## config.mk

```make
export PLATFORM = sky130hd
export DESIGN_NAME = sensor_frame_parser
export DESIGN_NICKNAME = d
export VERILOG_FILES = /design/src/hw/rtl/sfp_pkg.sv /design/src/hw/rtl/sfp_in_stage.sv /design/src/hw/rtl/sfp_parse.sv /design/src/hw/rtl/sfp_out_stage.sv /design/src/hw/rtl/sensor_frame_parser.sv
export SDC_FILE = /design/constraint.sdc
export NUM_CORES = 1
export LEC_CHECK = 0
export BUFFER_PORTS_ARGS = -buffer_cell sky130_fd_sc_hd__buf_2
export CAP_MARGIN = 20
export CORE_MARGIN = 3
export CORE_UTILIZATION = 57
export CTS_CLUSTER_DIAMETER = 120
export DETAILED_ROUTE_END_ITERATION = 10
export GPL_TIMING_DRIVEN = 1
export PLACE_DENSITY = 0.8
export SETUP_SLACK_MARGIN = 0.15
export SYNTH_ARGS = -nofsm -noshare
export SYNTH_HDL_FRONTEND = slang
export SYNTH_SLANG_ARGS = --single-unit
```

## constraint.sdc

```tcl
create_clock -name i_clk -period 4.31 [get_ports i_clk]
set_input_delay 0.431 -clock i_clk [delete_from_list [all_inputs] [get_ports i_clk]]
set_output_delay 0.431 -clock i_clk [all_outputs]
set_load 0.01 [all_outputs]
```

## src/hw/rtl/sfp_pkg.sv

```systemverilog
// Shared types and constants for the sensor frame parser.
// Used by every module under hw/rtl; depends on nothing.
package sfp_pkg;

    localparam logic [7:0] HEADER_RESET = 8'hAA;
    localparam int         LEN_W        = 3;

    typedef enum logic [5:0] {
        PH_HEAD1 = 6'b000001,
        PH_HEAD2 = 6'b000010,
        PH_CMD   = 6'b000100,
        PH_LEN   = 6'b001000,
        PH_DATA  = 6'b010000,
        PH_SUM   = 6'b100000
    } t_phase;

    typedef enum logic [1:0] {
        ST_GOOD    = 2'd0,
        ST_BADSUM  = 2'd1,
        ST_TOOLONG = 2'd2,
        ST_NOTFOUR = 2'd3
    } t_status;

    typedef struct packed {
        t_status          status;
        logic [7:0]       command_code;
        logic [7:0]       material;
        logic [15:0]      distance;
        logic [7:0]       strength;
        logic [LEN_W-1:0] payload_length;
    } t_result;

    typedef struct packed {
        logic       valid;
        logic [7:0] data;
    } t_byte_item;

endpackage

```

## src/hw/rtl/sfp_in_stage.sv

```systemverilog
// Input register of the sensor frame parser: holds one received byte.
// Depends on sfp_pkg.
module sfp_in_stage (
    input  logic               i_clk,
    input  logic               i_rst_n,
    input  logic               i_valid,
    input  logic [7:0]         i_byte,
    input  logic               i_advance,
    output logic               o_stall,
    output sfp_pkg::t_byte_item o_item
);
    import sfp_pkg::*;

    logic       r_valid;
    logic [7:0] r_byte;

    assign o_stall = r_valid & ~i_advance;

    always_ff @(posedge i_clk) begin
        if (!i_rst_n) begin
            r_valid <= 1'b0;
        end else if (!o_stall) begin
            r_valid <= i_valid;
        end
    end

    always_ff @(posedge i_clk) begin
        if (!o_stall && i_valid) begin
            r_byte <= i_byte;
        end
    end

    assign o_item.valid = r_valid;
    assign o_item.data  = r_byte;

endmodule

```

## src/hw/rtl/sfp_parse.sv

```systemverilog
// Frame state machine: header hunt, command, length, payload, checksum.
// Depends on sfp_pkg.
module sfp_parse #(
    parameter int MAX_PAYLOAD = 5
) (
    input  logic                i_clk,
    input  logic                i_rst_n,
    input  logic [7:0]          i_header_value,
    input  sfp_pkg::t_byte_item i_item,
    input  logic                i_advance,
    output logic                o_emit,
    output sfp_pkg::t_result    o_result
);
    import sfp_pkg::*;

    t_phase           r_phase,      n_phase;
    logic [7:0]       r_sum,        n_sum;
    logic [7:0]       r_command,    n_command;
    logic [LEN_W-1:0] r_length,     n_length;
    logic [LEN_W-1:0] r_byte_index, n_byte_index;
    logic [7:0]       r_store [MAX_PAYLOAD];

    logic [7:0]       b;
    logic [7:0]       sum_add;
    logic             store_we;

    assign b       = i_item.data;
    assign sum_add = r_sum + b;

    always_comb begin
        n_phase      = r_phase;
        n_sum        = r_sum;
        n_command    = r_command;
        n_length     = r_length;
        n_byte_index = r_byte_index;
        store_we     = 1'b0;
        o_emit       = 1'b0;
        o_result     = '0;
        unique case (r_phase)
            PH_HEAD1: begin
                if (b == i_header_value) begin
                    n_sum   = b;
                    n_phase = PH_HEAD2;
                end
            end
            PH_HEAD2: begin
                if (b == i_header_value) begin
                    n_sum   = sum_add;
                    n_phase = PH_CMD;
                end else begin
                    n_phase = PH_HEAD1;
                end
            end
            PH_CMD: begin
                n_command = b;
                n_sum     = sum_add;
                n_phase   = PH_LEN;
            end
            PH_LEN: begin
                n_length     = b[LEN_W-1:0];
                n_sum        = sum_add;
                n_byte_index = '0;
                if (b > 8'(MAX_PAYLOAD)) begin
                    o_emit   = 1'b1;
                    o_result.status = ST_TOOLONG;
                    n_phase  = PH_HEAD1;
                end else if (b == 8'd0) begin
                    n_phase = PH_SUM;
                end else begin
                    n_phase = PH_DATA;
                end
            end
            PH_DATA: begin
                store_we     = 1'b1;
                n_sum        = sum_add;
                n_byte_index = r_byte_index + 1'b1;
                if (n_byte_index >= r_length) begin
                    n_phase = PH_SUM;
                end
            end
            PH_SUM: begin
                o_emit  = 1'b1;
                n_phase = PH_HEAD1;
                if (b != r_sum) begin
                    o_result.status = ST_BADSUM;
                end else if (r_length != LEN_W'(4)) begin
                    o_result.status = ST_NOTFOUR;
                end else begin
                    o_result.status   = ST_GOOD;
                    o_result.material = r_store[0];
                    o_result.distance = {r_store[2], r_store[1]};
                    o_result.strength = r_store[3];
                end
            end
            default: begin
                n_phase = PH_HEAD1;
            end
        endcase
        o_result.command_code   = n_command;
        o_result.payload_length = n_length;
        if (!i_advance) begin
            o_emit = 1'b0;
        end
    end

    always_ff @(posedge i_clk) begin
        if (!i_rst_n) begin
            r_phase      <= PH_HEAD1;
            r_sum        <= '0;
            r_command    <= '0;
            r_length     <= '0;
            r_byte_index <= '0;
        end else if (i_advance) begin
            r_phase      <= n_phase;
            r_sum        <= n_sum;
            r_command    <= n_command;
            r_length     <= n_length;
            r_byte_index <= n_byte_index;
        end
    end

    always_ff @(posedge i_clk) begin
        for (int i = 0; i < MAX_PAYLOAD; i++) begin
            if (i_advance && store_we && r_byte_index == LEN_W'(i)) begin
                r_store[i] <= b;
            end
        end
    end

    a_emit_at_frame_end: assert property (@(posedge i_clk) disable iff (!i_rst_n)
        o_emit |-> (r_phase == PH_SUM || r_phase == PH_LEN))
        else $error("result emitted outside length or checksum byte");

    a_good_has_four: assert property (@(posedge i_clk) disable iff (!i_rst_n)
        (o_emit && o_result.status == ST_GOOD) |-> (r_length == LEN_W'(4)))
        else $error("good status with payload length not four");

    a_index_in_range: assert property (@(posedge i_clk) disable iff (!i_rst_n)
        (r_phase == PH_DATA) |-> (r_byte_index < r_length))
        else $error("payload index past frame length");

endmodule

```

## src/hw/rtl/sfp_out_stage.sv

```systemverilog
// Result register of the sensor frame parser, held while the receiver stalls.
// Depends on sfp_pkg.
module sfp_out_stage (
    input  logic             i_clk,
    input  logic             i_rst_n,
    input  logic             i_emit,
    input  sfp_pkg::t_result i_result,
    input  logic             i_stall,
    output logic             o_free,
    output logic             o_valid,
    output sfp_pkg::t_result o_result
);
    import sfp_pkg::*;

    logic    r_valid;
    t_result r_result;

    assign o_free = ~r_valid | ~i_stall;

    always_ff @(posedge i_clk) begin
        if (!i_rst_n) begin
            r_valid <= 1'b0;
        end else if (o_free) begin
            r_valid <= i_emit;
        end
    end

    always_ff @(posedge i_clk) begin
        if (o_free && i_emit) begin
            r_result <= i_result;
        end
    end

    assign o_valid  = r_valid;
    assign o_result = r_result;

endmodule

```

## src/hw/rtl/sensor_frame_parser.sv

```systemverilog
// Sensor frame parser top level: byte input channel, frame result channel,
// header configuration register. Depends on sfp_pkg, sfp_in_stage, sfp_parse,
// sfp_out_stage.
//
// Input channel: i_in_valid / o_in_stall carry one received byte (i_rx_byte).
// A byte is taken at a clock edge with i_in_valid high and o_in_stall low.
// Output channel: o_out_valid / i_out_stall carry one result item per frame
// (status, command, material, distance, strength, payload length).
// Configuration: i_cfg_we writes i_cfg_wdata into the header value register.
// A frame's last byte passes from the input register through the parse stage
// into the result register; throughput is one byte per cycle when the receiver
// does not stall, set by the single parse stage between the two registers.
// When the receiver stalls, the result register holds; the parse stage waits
// and o_in_stall rises once the input register is also occupied.
// Reset (synchronous, i_rst_n low) empties both registers, returns the parser
// to hunting the first header byte and loads the header value 0xAA.
module sensor_frame_parser #(
    parameter int MAX_PAYLOAD = 5
) (
    input  logic        i_clk,
    input  logic        i_rst_n,
    input  logic        i_cfg_we,
    input  logic [7:0]  i_cfg_wdata,
    input  logic        i_in_valid,
    output logic        o_in_stall,
    input  logic [7:0]  i_rx_byte,
    output logic        o_out_valid,
    input  logic        i_out_stall,
    output logic [1:0]  o_status,
    output logic [7:0]  o_command_code,
    output logic [7:0]  o_material,
    output logic [15:0] o_distance,
    output logic [7:0]  o_strength,
    output logic [2:0]  o_payload_length
);
    import sfp_pkg::*;

    logic [7:0] r_header;
    t_byte_item item;
    logic       advance;
    logic       out_free;
    logic       emit;
    t_result    result;
    t_result    out_result;

    always_ff @(posedge i_clk) begin
        if (!i_rst_n) begin
            r_header <= HEADER_RESET;
        end else if (i_cfg_we) begin
            r_header <= i_cfg_wdata;
        end
    end

    assign advance = item.valid & out_free;

    sfp_in_stage u_in (
        .i_clk     (i_clk),
        .i_rst_n   (i_rst_n),
        .i_valid   (i_in_valid),
        .i_byte    (i_rx_byte),
        .i_advance (advance),
        .o_stall   (o_in_stall),
        .o_item    (item)
    );

    sfp_parse #(
        .MAX_PAYLOAD (MAX_PAYLOAD)
    ) u_parse (
        .i_clk          (i_clk),
        .i_rst_n        (i_rst_n),
        .i_header_value (r_header),
        .i_item         (item),
        .i_advance      (advance),
        .o_emit         (emit),
        .o_result       (result)
    );

    sfp_out_stage u_out (
        .i_clk    (i_clk),
        .i_rst_n  (i_rst_n),
        .i_emit   (emit),
        .i_result (result),
        .i_stall  (i_out_stall),
        .o_free   (out_free),
        .o_valid  (o_out_valid),
        .o_result (out_result)
    );

    assign o_status         = out_result.status;
    assign o_command_code   = out_result.command_code;
    assign o_material       = out_result.material;
    assign o_distance       = out_result.distance;
    assign o_strength       = out_result.strength;
    assign o_payload_length = out_result.payload_length;

    a_stall_needs_item: assert property (@(posedge i_clk) disable iff (!i_rst_n)
        o_in_stall |-> (item.valid && !advance))
        else $error("input stalled without a waiting item");

    a_no_overwrite: assert property (@(posedge i_clk) disable iff (!i_rst_n)
        (emit && o_out_valid) |-> !i_out_stall)
        else $error("result emitted over a stalled result");

    a_result_from_parse: assert property (@(posedge i_clk) disable iff (!i_rst_n)
        $rose(o_out_valid) |-> $past(emit && advance))
        else $error("result appeared without a parsed frame end");

endmodule

```

==> impl_metrics.csv, run 1 <==
group,metric,value,unit
yosys,syn_nets,441,
pwr,pwr-share-comb,2.9,%
critical_path,critPathCaptureType,"flop",
route,route.detailed.drc,0,
clock_tree,cts.path.max_buffers,2,
clock_tree,cts_tree,"done",
critical_path,r2r-end,"u_parse.r_sum[7]$_SDFFE_PN0P_",
clock_tree,cts_sinks,123,
floorplanning,rows,34,
critical_path,r2r_cells,7,
floorplanning,design.core.area,8850,µm²
clock_tree,root_buffer,"clkbuf_8",
placed_design,gp_congestion,0.826,
yosys,syn_area,5290,µm²
sta,timing.final.ws_setup,1610,ps
placed_design,numPortBuffers,67,
route,ant_nets,0,
critical_path,path_class,"flop to flop",
critical_path,critPathArrivalTime,3070,ps
sta,finalCritPeriodShare,62.6,%
critical_path,worst_setup_path_start_kind,"flop",
route,wl_per_cell,17.6,µm
yosys,yosysSeqAreaShare,62.7,%
pwr,power_density,446,nW/µm²
critical_path,cp_max_fo,12,
sta,fin_crit,2700,ps
layout,insertedDiodeCount,0,
route,wirelength,10500,µm
layout,nFillCells,575,
floorplanning,die_area,10500,µm²
clock_tree,post-cts-setup-buffers,0,
floorplanning,fp.dieW,102,µm
critical_path,r2r_setup_slack,1610,ps
layout,utilization,71.3,%
clock_tree,clk_pin_slew,60,ps
pwr,switching_power,616,µW
placed_design,dp_hpwl,6810,µm
placed_design,dpl_cell_area,5710,µm²
critical_path,worstPathRequired,4680,ps
clock_tree,cts_buffers,17,
sta,slew_headroom,46.3,%
clock_tree,cts_max_level,4,
floorplanning,start_util,59.7,%
clock_tree,cts_resized,0,
sta,tightest_slew,805,ps
sta,finalSetupViolations,0,
sta,fmax,371,MHz
pwr,clkPwrFrac,50.9,%
hold_path,min_path_type,"input port to flop",
global_routing,antenna_found_initial,0,
global_routing,grt_pass1_vias,3340,
layout,drive_gt1_share,24.7,%
layout,area_delta_synth_final,19.4,%
sta,rsz0062_at_grt,"no",
yosys,synthCells,404,
yosys,ys.flop_type,"edfxtp_1",
yosys,async_reset_ff_share,0,%
outcome,status,"finished, final reports clean",
hold_path,hold_path_depth,1,
yosys,ys_ff_latch,123,
floorplanning,die_h,102,µm
yosys,ys_warn_count,0,
critical_path,r2r_start,"u_in.r_byte[2]$_DFFE_PP_",
sta,final-hold-violation-count,0,
layout,final_cells,597,
route,avgViaCountPerCell,5.66,
route,vias,3379,
route,dr.pass1.iters,5,
global_routing,grt_usage,21.1,%
clock_tree,hold_buffers,0,
sta,fin_setup_tns,0,ps
yosys,syn_avg_cell_area,13.1,µm²
pwr,seqPwrFrac,46.2,%
hold_path,hold-path-endpoint,"u_in.r_byte[5]$_DFFE_PP_",
layout,fin_area,6310,µm²
clock_tree,insertion_delay,510,ps
hold_path,hp-start,"i_rx_byte[5]",
global_routing,grt_first_pass_wirelength,16400,µm
pwr,power.share.switching,21.9,%
pwr,p_int,2200,µW
pwr,peakVddDrop,0.294,mV
global_routing,overflow,0,
pwr,leakage,0.00272,µW
layout,final_nets,513,
job,drv_cap,0,
sta,finalClockSkew,8.65,ps
route,drt_iter0_drc,270,
yosys,netlist-cell-type-count,59,
global_routing,grt_max_degree,42,
placed_design,dp.cells,565,
placed_design,post-place-ws,1670,ps
yosys,synth_edf_count,85,
floorplanning,io_pins,68,
sta,finalMaxSlewViolations,0,
[state kept, by name (all words and copies together) (netlist names), 6 cells and up]
signal / flops
u_parse.r_phase: 6
r_header: 8
u_in.r_byte: 8
u_out.o_result: 13
o_material: 8
o_strength: 8
u_parse.r_sum: 8
o_distance: 16
u_parse.r_store: 32
u_parse.r_command: 8
[worst max-delay path by stage]
| stage | slack (ps) | start | endpoint |
|---|---|---|---|
| 6_report | 1610 | u_in.r_byte[2]$_DFFE_PP_ | u_parse.r_sum[7]$_SDFFE_PN0P_ |
| 5_1_grt | 1420 | u_in.r_byte[2]$_DFFE_PP_ | u_parse.r_sum[7]$_SDFFE_PN0P_ |
| 4_1_cts | 1660 | u_in.r_byte[2]$_DFFE_PP_ | u_parse.r_sum[7]$_SDFFE_PN0P_ |
| 3_5_place_dp | 1670 | u_in.r_byte[2]$_DFFE_PP_ | u_parse.r_sum[7]$_SDFFE_PN0P_ |
| 3_3_place_gp | 1790 | u_in.r_byte[2]$_DFFE_PP_ | o_material[4]$_SDFFCE_PP0P_ |
| 2_1_floorplan | 430 | u_parse.r_phase[1]$_SDFFE_PN0P_ | o_distance[0]$_SDFFCE_PP0P_ |
[synthesized netlist by cell type, types with 5 or more instances]
library cell | n | area share [%]
xor2_1 | 7 | 1.2
dfxtp_1 | 38 | 14
and2_1 | 34 | 4.0
edfxtp_1 | 85 | 48
o211a_1 | 8 | 1.5
nand3_1 | 6 | 0.57
a21oi_1 | 5 | 0.47
mux2i_1 | 12 | 2.3
ha_1 | 15 | 3.6
nand2_1 | 45 | 3.2
clkbuf_1 | 10 | 0.71
a21boi_1 | 12 | 1.7
and3_1 | 5 | 0.59
nor2b_1 | 12 | 1.4
mux2_2 | 9 | 1.9
o21a_1 | 5 | 0.71
inv_1 | 14 | 0.99
nor3_1 | 9 | 0.85
nor2_1 | 8 | 0.57
[cell usage in the layout, fill, tap and decap left out, drive strengths merged, types with 2 or more instances in the layout]
cell type	count
edfxtp	85
buf	69
nand2	45
dfxtp	38
and2	35
inv	19
clkbuf	17
ha	15
a21boi	13
nor2b	12
mux2i	12
mux2	9
nor3	9
nor2	8
o211a	8
xor2	8
o21ai	7
nand3	6
nor4	6
and3	5
o21a	5
a21oi	5
xnor2	4
clkinv	4
o311ai	4
nand3b	3
or3	3
clkinvlp	3
bufinv	3
a21o	2
and4	2
o2111ai	2
nand2b	2
a22oi	2
o211ai	2
[critical path, cell delays in order (launching register included)]
cell and delay, ps:
edfxtp_1 640, ha_1 500, nand3_1 120, o2111a_1 260
nor3_1 490, nor3b_1 120, a221oi_1 300, o22ai_1 130
[final cells by class]
cell class / count / area (µm²) / share of cell area, %
Sequential cell: 123 / 3310 / 52.5
Multi-Input combinational cell: 251 / 1860 / 29.4
Clock buffer: 17 / 414 / 6.56
Clock inverter: 15 / 189 / 2.99
Tap cell: 108 / 135 / 2.14
Inverter: 14 / 52.6 / 0.833
Timing Repair Buffer: 69 / 350 / 5.55
[power groups by stage]
| stage | Sequential, µW | Combinational [µW] | Clock [µW] |
|---|---|---|---|
| floorplan | 1310 | 60.4 | 0 |
| global placement | 1320 | 78.1 | 0 |
| detailed placement | 1320 | 79.4 | 0 |
| CTS | 1300 | 80.3 | 1440 |
| global route | 1300 | 88.5 | 1490 |
| finish | 1300 | 80.7 | 1430 |
[routing by layer]
metal / up-vias / share of wire (%) / GRT usage [%]
li1: 1623 / - / -
met4: 0 / 1.8 / 7.67
met2: 106 / 51 / 37.6
met5: - / 0 / 0
met1: 1627 / 42 / 24.3
met3: 23 / 4.7 / 5.73
[per-stage QoR]
| step | power (µW) | hold slack, ps |
|---|---|---|
| global placement | 1400 | 436 |
| CTS | 2820 | 81.2 |
| detailed placement | 1400 | 445 |
| finish | 2810 | 99.6 |
| global route | 2880 | 83.6 |
| floorplan | 1370 | 432 |
[kinds of logic after synthesis]
group                    after synthesis  share of synthesized area (%)
XOR/XNOR                              12                           2.13
flip-flops                           123                           62.7
adder cells (fa/ha/maj)               16                           3.93
buffers and inverters                 30                           2.37
AND/OR/NAND/NOR                      142                           15.0
AO/OA/AOI/OAI                         60                           9.68
multiplexers                          21                           4.19
(Power assumes the default switching activity.)
==> run 2: changes to the inputs <==
Settings changed: CORE_UTILIZATION 57 to 52, PLACE_DENSITY 0.8 to 0.77.
Clock period 4.31 ns to 2.2 ns, I/O delays scaled along.
==> impl_metrics.csv, run 2 (same netlist as run 1, synthesis figures left out) <==
group,metric,value,unit
route,wirelength,11900,µm
floorplanning,rows,36,
pwr,power.share.switching,20.8,%
sta,final-hold-violation-count,0,
global_routing,antenna_found_initial,0,
route,drt_iter0_drc,232,
floorplanning,io_pins,68,
layout,area_delta_synth_final,36.8,%
pwr,power_density,720,nW/µm²
route,vias,3758,
sta,finalCritPeriodShare,98.5,%
placed_design,dp_hpwl,7590,µm
sta,finalSetupViolations,0,
placed_design,numPortBuffers,67,
route,wl_per_cell,17.0,µm
layout,utilization,73.6,%
critical_path,cpMaxStageDelayCell,"or4b_1",
sta,finalMaxSlewViolations,0,
placed_design,gp_congestion,0.932,
layout,largest_register_ffs,32,
critical_path,worst_setup_path_start_kind,"flop",
global_routing,grt_pass1_vias,3775,
hold_path,min_path_type,"input port to flop",
pwr,leakage,0.00310,µW
job,drv_cap,0,
hold_path,hold_path_depth,3,
critical_path,critPathCaptureType,"flop",
pwr,finalPower,5210,µW
sta,rsz0062_at_grt,"yes",
critical_path,cp_max_fo,3,
critical_path,r2r_cells,8,
critical_path,r2r-end,"u_parse.r_phase[4]$_SDFFE_PN0P_",
critical_path,path_class,"flop to flop",
critical_path,r2r_setup_slack,30,ps
global_routing,grt_usage,22.0,%
route,ant_nets,0,
hold_path,hold-path-endpoint,"u_out.o_valid$_SDFFE_PN0P_",
sta,slew_headroom,56.8,%
layout,largest_register,"u_parse.r_store",
clock_tree,cts_tree,"done",
global_routing,overflow,0,
sta,fin_setup_tns,0,ps
critical_path,worstPathRequired,2640,ps
floorplanning,die_area,11400,µm²
critical_path,path_cells,"buf_6 -> xor2_1 -> nor4_2 -> buf_4 -> and2_4 -> o311ai_4 -> or4b_1 -> a21boi_1",
critical_path,r2r_start,"u_in.r_byte[6]$_DFFE_PP_",
layout,insertedDiodeCount,0,
layout,final_cell_mix,"edfxtp_1 (85), buf_2 (67), nand2_1 (45), buf_4 (44), dfxtp_1 (35)",
clock_tree,cts_max_level,4,
route,avgViaCountPerCell,5.36,
pwr,clkPwrFrac,45.8,%
pwr,p_int,4120,µW
clock_tree,insertion_delay,520,ps
clock_tree,cts_sinks,123,
hold_path,hp-start,"i_out_stall",
clock_tree,clk_pin_slew,50,ps
outcome,status,"finished, final reports clean",
sta,finalClockSkew,11.2,ps
critical_path,max_stage_delay,520,ps
sta,fmax,461,MHz
pwr,seqPwrFrac,48.3,%
clock_tree,cts.path.max_buffers,2,
pwr,pwr-share-comb,5.9,%
pwr,switching_power,1090,µW
pwr,peakVddDrop,0.539,mV
floorplanning,design.core.area,9820,µm²
layout,final_nets,592,
layout,drive_gt1_share,36.6,%
floorplanning,fp.dieW,107,µm
route,dr.pass1.iters,5,
route,route.detailed.drc,0,
global_routing,grt_max_degree,40,
critical_path,critPathArrivalTime,2610,ps
floorplanning,die_h,107,µm
sta,tightest_slew,647,ps
sta,fin_crit,2170,ps
clock_tree,cts_buffers,17,
floorplanning,start_util,53.8,%
clock_tree,root_buffer,"clkbuf_8",
global_routing,grt_first_pass_wirelength,18800,µm
layout,mostFrequentLayoutCell,"edfxtp_1",
## run 2: cell count changes in the layout (fill, tap and decap cells not counted), sizes merged
cell / previous run / this run
inv: 19 / 14
dlygate4sd3: 0 / 17
clkinv: 4 / 7
clkbuf: 17 / 24
buf: 69 / 130
bufinv: 3 / 1
clkinvlp: 3 / 1
## run 2: final cells by class
class	instances	area, µm²
sequential	123	3320
tap	133	166
inverter	14	57.6
clock inverter	9	75.1
clock buffer	23	437
timing repair buffer	148	1130
fill	634	2590
multi-input combinational	251	2040
## run 2: metrics by stage
step | std cells | setup WS, ps | hold WS (ps) | area (µm²)
after floorplan | 404 | -92.0 | 319 | 5360
after global placement | 633 | 39.5 | 398 | 6200
after CTS | 698 | 71.6 | 29.2 | 7120
final | 701 | 32.3 | 42.8 | 7230
after global routing | 701 | -64.4 | 69.1 | 7230
after detailed placement | 633 | 9.90 | 398 | 6200
## run 2: power by group through the flow
stage	clock [µW]	combinational (µW)	sequential (µW)
final	2380	305	2520
after global routing	2520	331	2520
after CTS	2410	284	2510
after detailed placement	0	229	2560
after global placement	0	225	2560
after floorplan	0	120	2560
## run 2: critical path, delay by kind of cell (launching register included)
kind	cells	cell delay (ps)
simple gates	3	960
compound gates	2	230
xor+xnor	1	140
flops	1	450
buf+inv	2	330
## run 2: how the worst max path moves through the flow
stage	start	end	slack, ps
after floorplan	u_parse.r_phase[0]$_SDFFE_PN1P_	o_distance[0]$_SDFFCE_PP0P_	-90
after global placement	u_in.r_byte[1]$_DFFE_PP_	u_parse.r_sum[7]$_SDFFE_PN0P_	40
after detailed placement	u_in.r_byte[1]$_DFFE_PP_	u_parse.r_sum[7]$_SDFFE_PN0P_	10
after CTS	u_in.r_byte[6]$_DFFE_PP_	u_parse.r_phase[4]$_SDFFE_PN0P_	70
after global routing	u_in.r_byte[6]$_DFFE_PP_	u_parse.r_sum[4]$_SDFFE_PN0P_	-60
final	u_in.r_byte[6]$_DFFE_PP_	u_parse.r_phase[4]$_SDFFE_PN0P_	30
## run 2: routing by layer
layer / wire length, µm / global-route usage [%] / part of all wire [%] / vias to the layer above
li1: - / - / - / 1778
met1: 4870 / 25.2 / 41 / 1819
met2: 6060 / 38.3 / 51 / 130
met3: 613 / 6.02 / 5.1 / 31
met4: 391 / 9.95 / 3.3 / 0
met5: 0 / 0 / 0 / -
## run 2: repair_timing
action	in CTS	in global routing
buffers inserted	16	2
gates cloned	0	1
pin swaps	6	15
resized for setup	19	19
endpoints found under the setup margin	91	125
hold endpoints to repair	17	0
hold buffers	17	0
